File: src/sv/wli_pkg.sv
// ----------------------------------------------------------------------------
// wli_pkg: shared types and constants for the waypoint interpolator
// Axis widths, the waypoint vector type and the segment descriptor that the
// front end hands to the point sequencer through the queue.
// ----------------------------------------------------------------------------
package wli_pkg;

  localparam int AXES    = 4;
  localparam int AXIS_W  = 24;
  // Sample index width covers segments of up to 64 points.
  localparam int IDX_W   = 6;
  // Quotient of a magnitude below 2^24 by the segment divisor.
  localparam int QUO_W   = 24;
  // Twice a remainder of a divisor of at most 63.
  localparam int REM2_W  = 7;

  typedef logic signed [AXIS_W-1:0] axis_t;
  typedef logic [AXES-1:0][AXIS_W-1:0] point_t;

  // One segment: start point, per-axis direction, and the per-sample step of
  // the rounded quotient split into whole part and doubled remainder.
  typedef struct packed {
    point_t                          prev;
    logic [AXES-1:0]                 neg;
    logic [AXES-1:0][QUO_W-1:0]      quo;
    logic [AXES-1:0][REM2_W-1:0]     rem2;
  } seg_entry_t;

endpackage

File: src/sv/waypoint_linear_interpolator.sv
// ----------------------------------------------------------------------------
// waypoint_linear_interpolator: evenly spaced points between waypoints
// Usage notes for the four-axis waypoint interpolator.
// ----------------------------------------------------------------------------
// Input channel (in_*): one waypoint per transfer, four signed Q15.8 axes.
// The first waypoint after reset is only stored. Each later waypoint makes a
// segment of SAMPLES_PER_SEGMENT points from the previous waypoint to this
// one, both ends included, each axis rounded to nearest, halves away from 0.
// Output channel (out_*): one point per transfer with its sample index and a
// flag on the segment's final point.
// The first point of a segment passes three setup stages, the queue, the
// sequencer's segment register and the output register after the waypoint
// transfer. The sequencer emits one point per cycle while the receiver is
// ready, SAMPLES_PER_SEGMENT points per waypoint; the front end keeps
// accepting waypoints until its two-entry queue and pipeline fill.
// A stalled receiver freezes the output register and the sequencer; the
// front end stalls only when the queue is full.
// Reset (rst_n low, synchronous) empties pipeline and queue and forgets the
// stored waypoint.
// ----------------------------------------------------------------------------
module waypoint_linear_interpolator #(
  parameter int SAMPLES_PER_SEGMENT = 10
) (
  input  logic                      clk,
  input  logic                      rst_n,
  input  logic                      in_valid,
  output logic                      in_ready,
  input  wli_pkg::axis_t            in_way_x,
  input  wli_pkg::axis_t            in_way_y,
  input  wli_pkg::axis_t            in_way_z,
  input  wli_pkg::axis_t            in_way_grip,
  output logic                      out_valid,
  input  logic                      out_ready,
  output wli_pkg::axis_t            out_pt_x,
  output wli_pkg::axis_t            out_pt_y,
  output wli_pkg::axis_t            out_pt_z,
  output wli_pkg::axis_t            out_pt_grip,
  output logic [wli_pkg::IDX_W-1:0] out_sample_index,
  output logic                      out_segment_last
);
  import wli_pkg::*;

  localparam logic [IDX_W-1:0] LAST_IDX = IDX_W'(SAMPLES_PER_SEGMENT - 1);

  point_t      in_point, out_point;
  logic        q_push_valid, q_push_ready, q_pop_valid, q_pop_ready;
  seg_entry_t  q_push_entry, q_pop_entry;

  // Axis ports to vector and back.
  assign in_point    = {in_way_grip, in_way_z, in_way_y, in_way_x};
  assign out_pt_x    = out_point[0];
  assign out_pt_y    = out_point[1];
  assign out_pt_z    = out_point[2];
  assign out_pt_grip = out_point[3];

  wli_front #(
    .SAMPLES_PER_SEGMENT(SAMPLES_PER_SEGMENT)
  ) u_front (
    .clk        (clk),
    .rst_n      (rst_n),
    .in_valid   (in_valid),
    .in_ready   (in_ready),
    .in_point   (in_point),
    .push_valid (q_push_valid),
    .push_ready (q_push_ready),
    .push_entry (q_push_entry)
  );

  wli_queue u_queue (
    .clk        (clk),
    .rst_n      (rst_n),
    .push_valid (q_push_valid),
    .push_ready (q_push_ready),
    .push_entry (q_push_entry),
    .pop_valid  (q_pop_valid),
    .pop_ready  (q_pop_ready),
    .pop_entry  (q_pop_entry)
  );

  wli_back #(
    .SAMPLES_PER_SEGMENT(SAMPLES_PER_SEGMENT)
  ) u_back (
    .clk              (clk),
    .rst_n            (rst_n),
    .pop_valid        (q_pop_valid),
    .pop_ready        (q_pop_ready),
    .pop_entry        (q_pop_entry),
    .out_valid        (out_valid),
    .out_ready        (out_ready),
    .out_point        (out_point),
    .out_sample_index (out_sample_index),
    .out_segment_last (out_segment_last)
  );

  // The last-point flag marks exactly the final sample index.
  a_last_flag: assert property (@(posedge clk) disable iff (!rst_n)
    out_valid |-> (out_segment_last == (out_sample_index == LAST_IDX)))
    else $error("segment_last does not match the final sample index");

  // Within a segment the next point follows in the very next cycle.
  a_no_gap: assert property (@(posedge clk) disable iff (!rst_n)
    (out_valid && out_ready && !out_segment_last) |=> out_valid)
    else $error("gap inside a segment");

  // Within a segment the sample index steps by one.
  a_index_step: assert property (@(posedge clk) disable iff (!rst_n)
    (out_valid && out_ready && !out_segment_last) |=>
      (out_sample_index == IDX_W'($past(out_sample_index) + 1'b1)))
    else $error("sample index did not advance by one");

  // A new segment starts at index zero.
  a_segment_start: assert property (@(posedge clk) disable iff (!rst_n)
    (out_valid && out_ready && out_segment_last) |=>
      (!out_valid || (out_sample_index == '0)))
    else $error("segment did not start at index zero");

endmodule

File: src/sv/wli_front.sv
// ----------------------------------------------------------------------------
// wli_front: waypoint intake and segment setup
// Keeps the previous waypoint, makes no segment from the first one after reset, and turns each
// later waypoint into a segment descriptor over a three-stage pipeline.
// ----------------------------------------------------------------------------
module wli_front #(
  parameter int SAMPLES_PER_SEGMENT = 10
) (
  input  logic                clk,
  input  logic                rst_n,
  input  logic                in_valid,
  output logic                in_ready,
  input  wli_pkg::point_t     in_point,
  output logic                push_valid,
  input  logic                push_ready,
  output wli_pkg::seg_entry_t push_entry
);
  import wli_pkg::*;

  localparam int DEN         = SAMPLES_PER_SEGMENT - 1;
  localparam int RECIP_SHIFT = 30;
  localparam int RECIP_W     = RECIP_SHIFT + 1;
  localparam int PROD_W      = AXIS_W + RECIP_W;
  localparam int QD_W        = QUO_W + IDX_W;
  // Rounded-up reciprocal; exact floor quotient for all magnitudes below 2^24.
  localparam longint unsigned RECIP_L =
    ((longint'(1) << RECIP_SHIFT) + longint'(DEN) - 1) / longint'(DEN);
  localparam logic [RECIP_W-1:0] RECIP = RECIP_W'(RECIP_L);
  localparam logic [IDX_W-1:0]   DEN_V = IDX_W'(DEN);

  logic                          have_prev_r;
  point_t                        prev_r;

  logic                          s1_valid_r;
  point_t                        s1_prev_r;
  logic [AXES-1:0]               s1_neg_r;
  logic [AXES-1:0][AXIS_W-1:0]   s1_mag_r;

  logic                          s2_valid_r;
  point_t                        s2_prev_r;
  logic [AXES-1:0]               s2_neg_r;
  logic [AXES-1:0][AXIS_W-1:0]   s2_mag_r;
  logic [AXES-1:0][PROD_W-1:0]   s2_prod_r;

  logic                          s3_valid_r;
  seg_entry_t                    s3_entry_r;

  logic                          s1_adv, s2_adv, s3_adv, accept;
  logic [AXES-1:0]               s1_neg_nxt;
  logic [AXES-1:0][AXIS_W-1:0]   s1_mag_nxt;
  logic [AXES-1:0][PROD_W-1:0]   s2_prod_nxt;
  seg_entry_t                    s3_entry_nxt;

  // Each stage moves on when the stage after it is empty or moving.
  assign s3_adv   = !s3_valid_r || push_ready;
  assign s2_adv   = !s2_valid_r || s3_adv;
  assign s1_adv   = !s1_valid_r || s2_adv;
  assign in_ready = s1_adv;
  assign accept   = in_valid && in_ready;

  assign push_valid = s3_valid_r;
  assign push_entry = s3_entry_r;

  // Difference to the previous waypoint as sign and magnitude.
  always_comb begin
    logic signed [AXIS_W:0] diff;
    for (int a = 0; a < AXES; a++) begin
      diff = {in_point[a][AXIS_W-1], in_point[a]} - {prev_r[a][AXIS_W-1], prev_r[a]};
      s1_neg_nxt[a] = diff[AXIS_W];
      s1_mag_nxt[a] = diff[AXIS_W] ? AXIS_W'(-diff) : diff[AXIS_W-1:0];
    end
  end

  // Reciprocal product for the magnitude divided by the segment divisor.
  always_comb begin
    for (int a = 0; a < AXES; a++) begin
      s2_prod_nxt[a] = {{RECIP_W{1'b0}}, s1_mag_r[a]} * {{AXIS_W{1'b0}}, RECIP};
    end
  end

  // Quotient and remainder; the doubled remainder feeds the rounding.
  always_comb begin
    logic [QUO_W-1:0] q;
    logic [QD_W-1:0]  qd;
    logic [IDX_W-1:0] rem;
    s3_entry_nxt.prev = s2_prev_r;
    s3_entry_nxt.neg  = s2_neg_r;
    for (int a = 0; a < AXES; a++) begin
      q   = s2_prod_r[a][RECIP_SHIFT +: QUO_W];
      qd  = {{IDX_W{1'b0}}, q} * {{QUO_W{1'b0}}, DEN_V};
      rem = s2_mag_r[a][IDX_W-1:0] - qd[IDX_W-1:0];
      s3_entry_nxt.quo[a]  = q;
      s3_entry_nxt.rem2[a] = {rem, 1'b0};
    end
  end

  // Control state.
  always_ff @(posedge clk) begin
    if (!rst_n) begin
      have_prev_r <= 1'b0;
      prev_r      <= '0;
      s1_valid_r  <= 1'b0;
      s2_valid_r  <= 1'b0;
      s3_valid_r  <= 1'b0;
    end else begin
      if (accept) begin
        have_prev_r <= 1'b1;
        prev_r      <= in_point;
      end
      if (s1_adv) s1_valid_r <= accept && have_prev_r;
      if (s2_adv) s2_valid_r <= s1_valid_r;
      if (s3_adv) s3_valid_r <= s2_valid_r;
    end
  end

  // Pipeline payload.
  always_ff @(posedge clk) begin
    if (s1_adv) begin
      s1_prev_r <= prev_r;
      s1_neg_r  <= s1_neg_nxt;
      s1_mag_r  <= s1_mag_nxt;
    end
    if (s2_adv) begin
      s2_prev_r <= s1_prev_r;
      s2_neg_r  <= s1_neg_r;
      s2_mag_r  <= s1_mag_r;
      s2_prod_r <= s2_prod_nxt;
    end
    if (s3_adv) begin
      s3_entry_r <= s3_entry_nxt;
    end
  end

endmodule

File: src/sv/wli_queue.sv
// ----------------------------------------------------------------------------
// wli_queue: two-entry segment queue
// Decouples segment setup from point generation so each side stalls alone.
// ----------------------------------------------------------------------------
module wli_queue (
  input  logic                clk,
  input  logic                rst_n,
  input  logic                push_valid,
  output logic                push_ready,
  input  wli_pkg::seg_entry_t push_entry,
  output logic                pop_valid,
  input  logic                pop_ready,
  output wli_pkg::seg_entry_t pop_entry
);
  import wli_pkg::*;

  seg_entry_t  mem_r [2];
  logic        wr_ptr_r, rd_ptr_r;
  logic [1:0]  count_r;
  logic        push, pop;

  assign push_ready = (count_r != 2'd2);
  assign pop_valid  = (count_r != 2'd0);
  assign pop_entry  = mem_r[rd_ptr_r];
  assign push       = push_valid && push_ready;
  assign pop        = pop_valid && pop_ready;

  // Pointers and fill level.
  always_ff @(posedge clk) begin
    if (!rst_n) begin
      wr_ptr_r <= 1'b0;
      rd_ptr_r <= 1'b0;
      count_r  <= 2'd0;
    end else begin
      if (push) wr_ptr_r <= !wr_ptr_r;
      if (pop)  rd_ptr_r <= !rd_ptr_r;
      if (push && !pop)      count_r <= count_r + 2'd1;
      else if (pop && !push) count_r <= count_r - 2'd1;
    end
  end

  // Entry storage.
  always_ff @(posedge clk) begin
    if (push) mem_r[wr_ptr_r] <= push_entry;
  end

endmodule

File: src/sv/wli_back.sv
// ----------------------------------------------------------------------------
// wli_back: point sequencer
// Steps through the samples of one segment, one point per cycle while not stalled,
// keeping the rounded quotient as a running sum, and drives the registered result.
// ----------------------------------------------------------------------------
module wli_back #(
  parameter int SAMPLES_PER_SEGMENT = 10
) (
  input  logic                          clk,
  input  logic                          rst_n,
  input  logic                          pop_valid,
  output logic                          pop_ready,
  input  wli_pkg::seg_entry_t           pop_entry,
  output logic                          out_valid,
  input  logic                          out_ready,
  output wli_pkg::point_t               out_point,
  output logic [wli_pkg::IDX_W-1:0]     out_sample_index,
  output logic                          out_segment_last
);
  import wli_pkg::*;

  localparam int ACC_R_W = REM2_W + 1;
  localparam int DEN     = SAMPLES_PER_SEGMENT - 1;
  localparam logic [IDX_W-1:0]   LAST_IDX   = IDX_W'(DEN);
  localparam logic [ACC_R_W-1:0] DEN2       = ACC_R_W'(2 * DEN);
  localparam logic [ACC_R_W-1:0] ACC_R_INIT = ACC_R_W'(DEN);

  logic                          active_r;
  seg_entry_t                    seg_r;
  logic [IDX_W-1:0]              j_r;
  logic [AXES-1:0][QUO_W-1:0]    acc_q_r;
  logic [AXES-1:0][ACC_R_W-1:0]  acc_r_r;
  logic                          out_valid_r;
  point_t                        out_point_r;
  logic [IDX_W-1:0]              out_idx_r;
  logic                          out_last_r;

  logic                          fire, last, load;
  point_t                        point_nxt;
  logic [AXES-1:0][QUO_W-1:0]    acc_q_nxt;
  logic [AXES-1:0][ACC_R_W-1:0]  acc_r_nxt;

  assign fire      = active_r && (!out_valid_r || out_ready);
  assign last      = (j_r == LAST_IDX);
  assign pop_ready = !active_r || (fire && last);
  assign load      = pop_valid && pop_ready;

  assign out_valid        = out_valid_r;
  assign out_point        = out_point_r;
  assign out_sample_index = out_idx_r;
  assign out_segment_last = out_last_r;

  // Current point: start plus the signed rounded offset.
  always_comb begin
    logic signed [AXIS_W:0] ofs;
    logic signed [AXIS_W:0] sum;
    for (int a = 0; a < AXES; a++) begin
      ofs = seg_r.neg[a] ? -$signed({1'b0, acc_q_r[a]}) : $signed({1'b0, acc_q_r[a]});
      sum = $signed({seg_r.prev[a][AXIS_W-1], seg_r.prev[a]}) + ofs;
      point_nxt[a] = sum[AXIS_W-1:0];
    end
  end

  // Advance the running quotient by one sample, carrying from the remainder.
  always_comb begin
    logic [ACC_R_W-1:0] r_sum;
    for (int a = 0; a < AXES; a++) begin
      r_sum = acc_r_r[a] + {1'b0, seg_r.rem2[a]};
      if (r_sum >= DEN2) begin
        acc_r_nxt[a] = r_sum - DEN2;
        acc_q_nxt[a] = acc_q_r[a] + seg_r.quo[a] + QUO_W'(1);
      end else begin
        acc_r_nxt[a] = r_sum;
        acc_q_nxt[a] = acc_q_r[a] + seg_r.quo[a];
      end
    end
  end

  // Sequencer and output valid.
  always_ff @(posedge clk) begin
    if (!rst_n) begin
      active_r    <= 1'b0;
      out_valid_r <= 1'b0;
    end else begin
      if (load)                  active_r <= 1'b1;
      else if (fire && last)     active_r <= 1'b0;
      if (fire)                  out_valid_r <= 1'b1;
      else if (out_ready)        out_valid_r <= 1'b0;
    end
  end

  // Segment payload and accumulators.
  always_ff @(posedge clk) begin
    if (load) begin
      seg_r <= pop_entry;
      j_r   <= '0;
      for (int a = 0; a < AXES; a++) begin
        acc_q_r[a] <= '0;
        acc_r_r[a] <= ACC_R_INIT;
      end
    end else if (fire) begin
      j_r     <= j_r + IDX_W'(1);
      acc_q_r <= acc_q_nxt;
      acc_r_r <= acc_r_nxt;
    end
  end

  // Output register.
  always_ff @(posedge clk) begin
    if (fire) begin
      out_point_r <= point_nxt;
      out_idx_r   <= j_r;
      out_last_r  <= last;
    end
  end

endmodule
File: config.mk
export PLATFORM = sky130hd
export DESIGN_NAME = waypoint_linear_interpolator
export DESIGN_NICKNAME = d
export VERILOG_FILES = /design/src/sv/wli_pkg.sv /design/src/sv/waypoint_linear_interpolator.sv /design/src/sv/wli_front.sv /design/src/sv/wli_queue.sv /design/src/sv/wli_back.sv
export SDC_FILE = /design/constraint.sdc
export NUM_CORES = 2
export LEC_CHECK = 0
export BUFFER_PORTS_ARGS = -buffer_cell sky130_fd_sc_hd__buf_2
export CORE_AREA = 3 3 458 460
export DETAILED_ROUTE_END_ITERATION = 8
export DIE_AREA = 0 0 461 463
export PLACE_DENSITY = 0.68
export SLEW_MARGIN = 20
export SYNTH_ARGS = -nofsm -noshare
export SYNTH_HDL_FRONTEND = slang
export SYNTH_SLANG_ARGS = --single-unit
File: constraint.sdc
create_clock -name clk -period 10.35 [get_ports clk]
set_input_delay 2.07 -clock clk [delete_from_list [all_inputs] [get_ports clk]]
set_output_delay 2.07 -clock clk [all_outputs]
set_load 0.02 [all_outputs]
After elaboration in Yosys (flattened, before gate mapping)
Memories as Yosys holds them, arrays and structs flattened. A register that Yosys moved wholly into a read port is not among the register bits.
Index checks and enable logic that the tools add are counted.
{ "totals": {"ff_bits": 1187, "ram_bits": 416, "inputBits": 100, "out_inout_bits": 105, "elab_cells": 175, "n_memories": 1} }
{ "mem_list": {"columns": ["name", "words", "word_bits", "read_ports", "rd_clocked_by_memory_dff", "wr", "line", "source"], "rows": [
  ["u_queue.mem_r", 2, 208, 1, 1, 1, "wli_queue.sv:17", "seg_entry_t mem_r [2];"]
]} }
{ "classes": {"addsub": 39, "multipliers": 8, "magnitude_cmp": 4, "n_eq_ne": 2, "n_mux": 24, "reduce_logical": 26} }
{ "op_table": {"columns": ["cell", "n"], "rows": [
  ["24-bit two-way mux", 12],
  ["24-bit adder", 8],
  ["24-bit by 24-bit multiplier with 48-bit output, second input constant", 4],
  ["24-bit negation", 8],
  ["24-bit by 24-bit subtractor with 25-bit output", 4],
  ["24-bit by 1-bit adder with 24-bit output, second input constant", 4],
  ["21-bit by 4-bit multiplier with 6-bit output, second input constant", 4],
  ["8-bit by 7-bit adder with 8-bit output", 4],
  ["8-bit by 5-bit >= comparator with 1-bit output, second input constant", 4],
  ["8-bit two-way mux", 4],
  ["8-bit by 5-bit subtractor with 8-bit output, second input constant", 4],
  ["6-bit subtractor", 4],
  ["1-bit logical NOT", 9],
  ["1-bit logical AND", 8],
  ["2-bit nonzero test", 4],
  ["6-bit by 1-bit adder with 6-bit output, second input constant", 1],
  ["6-bit by 4-bit equality test with 1-bit output, second input constant", 1],
  ["1-bit two-way mux", 6],
  ["1-bit logical OR", 5],
  ["2-bit two-way mux", 2],
  ["2-bit by 1-bit adder with 2-bit output, second input constant", 1],
  ["2-bit inequality test, second input constant", 1],
  ["2-bit by 1-bit subtractor with 2-bit output, second input constant", 1]
]} }

Depth between registers and ports, before layout
{ "depth": {"word_depth": 9, "depth_mapped": 26, "depth_no_buf": 26} }

By module
Synthesis repeated with hierarchy kept, for this count alone.
{ "unflattened": {"cells_unflattened": 8939, "hier_area_um2": 106741.1} }
{ "by_module_without_submodules": {"columns": ["module", "n_inst", "cells_per_inst", "area_each_um2"], "rows": [
  ["wli_front", 1, 5373, 61028.5],
  ["wli_back", 1, 2845, 28650.0],
  ["wli_queue", 1, 721, 17062.6]
]} }

Worst setup path after synthesis
Ideal clock, no wire load.
{ "synth_path": {"path_kind": "flip-flop to flip-flop", "start": "reg u_queue.count_r[0]", "end": "reg u_queue.wr_ptr_r", "setup_ns": 0.098, "arrival_time_ns": 9.955, "required_time_ns": 10.252, "path_slack_ns": 0.297, "stages_incl_launch_ff": 5, "n_path_buf": 0, "path_cell_list": "dfxtp_1 nand2b_1 nand2_1 nor2_1 o21a_1"} }
{ "synth_between": {"elab_chain_len": 2} }
{ "synth_lines": {"columns": ["item", "line", "source"], "rows": [
  ["start, declared", "wli_queue.sv:19", "logic [1:0] count_r;"],
  ["start signal, assigned", "wli_queue.sv:37", "if (push && !pop) count_r <= count_r + 2'd1;"],
  ["start signal, assigned", "wli_queue.sv:38", "else if (pop && !push) count_r <= count_r - 2'd1;"],
  ["2-bit inequality test", "wli_queue.sv:22", "assign push_ready = (count_r != 2'd2);"],
  ["1-bit logical AND", "wli_queue.sv:25", "assign push = push_valid && push_ready;"],
  ["end signal, assigned", "wli_queue.sv:35", "if (push) wr_ptr_r <= !wr_ptr_r;"],
  ["end, declared", "wli_queue.sv:18", "logic wr_ptr_r, rd_ptr_r;"]
]} }
No other way between the ends.
A chain may end at the register's enable or synchronous reset.

==> flow_metrics.env <==
export IMPL_nNetsFinal=10800
export IMPL_pin_count=205
export IMPL_cp_data_required_time_ps=10900
export IMPL_viasPerCell=5.37
export IMPL_critPathMaxFanout=7
export IMPL_ant_nets=0
export IMPL_ys_seq_elements=1575
export IMPL_cts_sinks=1575
export IMPL_antenna_found_initial=8
export IMPL_grt_overflow_total=0
export IMPL_synth_top_cell_area_share=0.392
export IMPL_grt_setup_unrepaired="false"
export IMPL_fmax_mhz=123
export IMPL_grt_most_used_layer="met2"
export IMPL_cts_setup_buffers=0
export IMPL_min_period_ps=8140
export IMPL_critPathLaunch="u_front.s1_mag_r[48]"
export IMPL_portBuffers=204
export IMPL_cts_resized=0
export IMPL_netlist_area_sq_um=103000
export IMPL_maxCapViolations=0
export IMPL_dp_cells=11400
export IMPL_ctsHoldBuffers=0
export IMPL_synth_warnings=0
export IMPL_stdcell_count=11800
export IMPL_cts_root_buf="clkbuf_16"
export IMPL_async_reset_ff_frac=0
export IMPL_startpoint_type="flop"
export IMPL_synth_avg_cell_area_sq_um=11.9
export IMPL_synth_top_cell_by_area="edfxtp_1"
export IMPL_drt_iter0_markers=3340
export IMPL_path_class="flop to flop"
export IMPL_drtPass1Iterations=6
export IMPL_die_area_sq_um=213000
export IMPL_reg2reg_from="u_front.s1_mag_r[48]"
export IMPL_cts_tree="built"
export IMPL_cts_buffer_depth=3
export IMPL_start_util=0.497
export IMPL_path_clk_slew_ps=60
export IMPL_route_detailed_drc=0
export IMPL_end_kind="flop"
export IMPL_synth_cell_type_count=81
export IMPL_final_layout_size_suffix_gt1_frac=0.0833
export IMPL_setup_viol=0
export IMPL_area_delta_synth_final_pct=9.92
export IMPL_synth_nets=10600
export IMPL_synth_edff_count=1339
export IMPL_post_route_period_util=0.786
export IMPL_grt_use_met1=0.292
export IMPL_die_y_um=463
export IMPL_final_common_cell="edfxtp_1"
export IMPL_grtUsageMet3=0.0269
export IMPL_rows=167
export IMPL_totalWireLength_um=230000
export IMPL_htreeDepth=4
export IMPL_clk_latency_ps=830
export IMPL_cts_buffers=171
export IMPL_worst_pin_slew_ps=1010
export IMPL_hold_violations=0
export IMPL_grt_use_met2=0.375
export IMPL_grt_usage=0.217
export IMPL_reg2reg_slack_ps=2210
export IMPL_yosysSeqAreaShare=0.438
export IMPL_die_w_um=461
export IMPL_hpwl_um=177000
export IMPL_arrival_ps=8690
export IMPL_reg2reg_to="u_front.s2_prod_r[160]"
export IMPL_grt_pass1_wl_um=364000
export IMPL_vias=63200
export IMPL_maxSlewViolCount=0
export IMPL_finalInstanceArea_sq_um=113000
export IMPL_routabilityCongestion=0.925
export IMPL_wire_per_inst_um=19.5
export IMPL_fin_setup_tns_ps=0
export IMPL_worstHoldPathType="flop to flop"
export IMPL_grt_pass1_vias=65400
export IMPL_relSlewSlack=0.326
export IMPL_yosys_top_cells_area="edfxtp_1, ha_1, fa_1"
export IMPL_crit_path_end="u_front.s2_prod_r[160]"
export IMPL_place_area_sq_um=107000
export IMPL_worst_r2r_path_depth=23
export IMPL_synth_flop_cell="edfxtp_1"
export IMPL_final_cell_mix="edfxtp_1, inv_1, ha_1, fa_1, nand2_1"
export IMPL_status="finished clean"
export IMPL_core_area_sq_um=206000
export IMPL_synth_cells=8661
export IMPL_grt_max_degree=147
export IMPL_clock_skew_ps=40.5
-- cell usage after synthesis, drive strengths merged (12+ instances only) --
master and count:
ha 1191, o31a 12, a21o 152, or2 25
nand4 47, edfxtp 1339, a211oi 103, nor3b 20
o21bai 40, a211o 16, a21oi 358, o21ai 216
nand2b 50, xor2 212, o211ai 28, dfxtp 236
nor4 25, or4 18, or3 56, nand3 111
and2 32, mux2i 13, mux2 211, clkbuf 138
a31oi 44, fa 636, nand3b 12, inv 1301
nand2 519, o41ai 21, xnor2 433, buf 14
nor2 401, nor3 116, o21a 73, nor2b 60
and3 51, a2111oi 14, o31ai 55, a311oi 14
a21boi 116
-- worst min-delay path by stage --
stage | start | endpoint | slack (ps) | depth (start not counted)
CTS | u_front.s2_prod_r[158] | u_front.push_entry[94] | 410 | 0
detailed placement | u_front.s2_neg_r[1] | u_front.push_entry[125] | 400 | 0
finish | u_front.s1_prev_r[57] | u_front.s2_prev_r[57] | 410 | 0
floorplan | u_front.s2_prod_r[201] | u_front.push_entry[106] | 400 | 0
global route | u_front.s2_prod_r[209] | u_front.push_entry[114] | 420 | 0
global placement | u_front.s2_prod_r[209] | u_front.push_entry[114] | 400 | 0
-- critical path, stage by stage, from the launching register on --
cell       delay (ps)
edfxtp_1          580
fa_1              780
ha_1              240
inv_1              70
fa_1              530
inv_1              50
fa_1              490
fa_1              440
fa_1              510
inv_1              50
fa_1              480
inv_1              40
ha_1              280
and4_1            210
a221o_1           350
a31o_2            270
nor3_1            580
a211oi_1          200
o21ai_0           280
a21oi_1           160
o41ai_1           520
nor2_1            100
a2111oi_0         540
xnor2_1           130
-- cell families (layout without fill, tap and decap cells) --
logic type	Yosys count	after routing	share of synthesized area
mux	224	224	0.0244
other cells	0	7	0
fa+ha+maj	1829	1829	0.269
buf+inv	1454	1856	0.0532
simple gates	1572	1572	0.0721
compound gates	1362	1362	0.0880
flops	1575	1575	0.438
xor+xnor	645	645	0.0550
-- layout make-up --
type                            instances  area [sq um]
Clock inverter                         89          1310
Multi-Input combinational cell       5632         52300
Clock buffer                          229          4650
Sequential cell                      1575         44900
Inverter                             1302          4910
Tap cell                             2704          3380
Timing Repair Buffer                  236          1300
Antenna cell                            7          17.5
Fill cell                           17300         93600
-- stage by stage --
stage | hold slack [ps] | setup WS (ps) | util
3_3_place_gp | 401 | 2220 | 0.518
4_1_cts | 412 | 2210 | 0.546
6_report | 410 | 2210 | 0.546
3_5_place_dp | 405 | 2180 | 0.518
5_1_grt | 415 | 1740 | 0.546
2_1_floorplan | 400 | 297 | -
-- flip-flops by register name, summed over array words and instances (netlist names), 24 cells and up --
register	flops
u_front.s1_prev_r	96
u_back.out_point	96
u_front.s2_prev_r	96
u_back.acc_r_r	28
u_back.seg_r	208
u_queue.mem_r	416
u_front.prev_r	96
u_front.s2_prod_r	84
u_front.s2_mag_r	24
u_back.acc_q_r	96
u_front.s1_mag_r	96
u_front.push_entry	208
-- metal layers --
layer,vias up,wire length [um]
met4,0,4780
met3,265,8680
li1,30700,-
met1,31100,103000
met2,1092,113000
met5,-,0
Power is not shown: default switching activity piles up to over one toggle a cycle in this logic, so the estimate is an artifact.
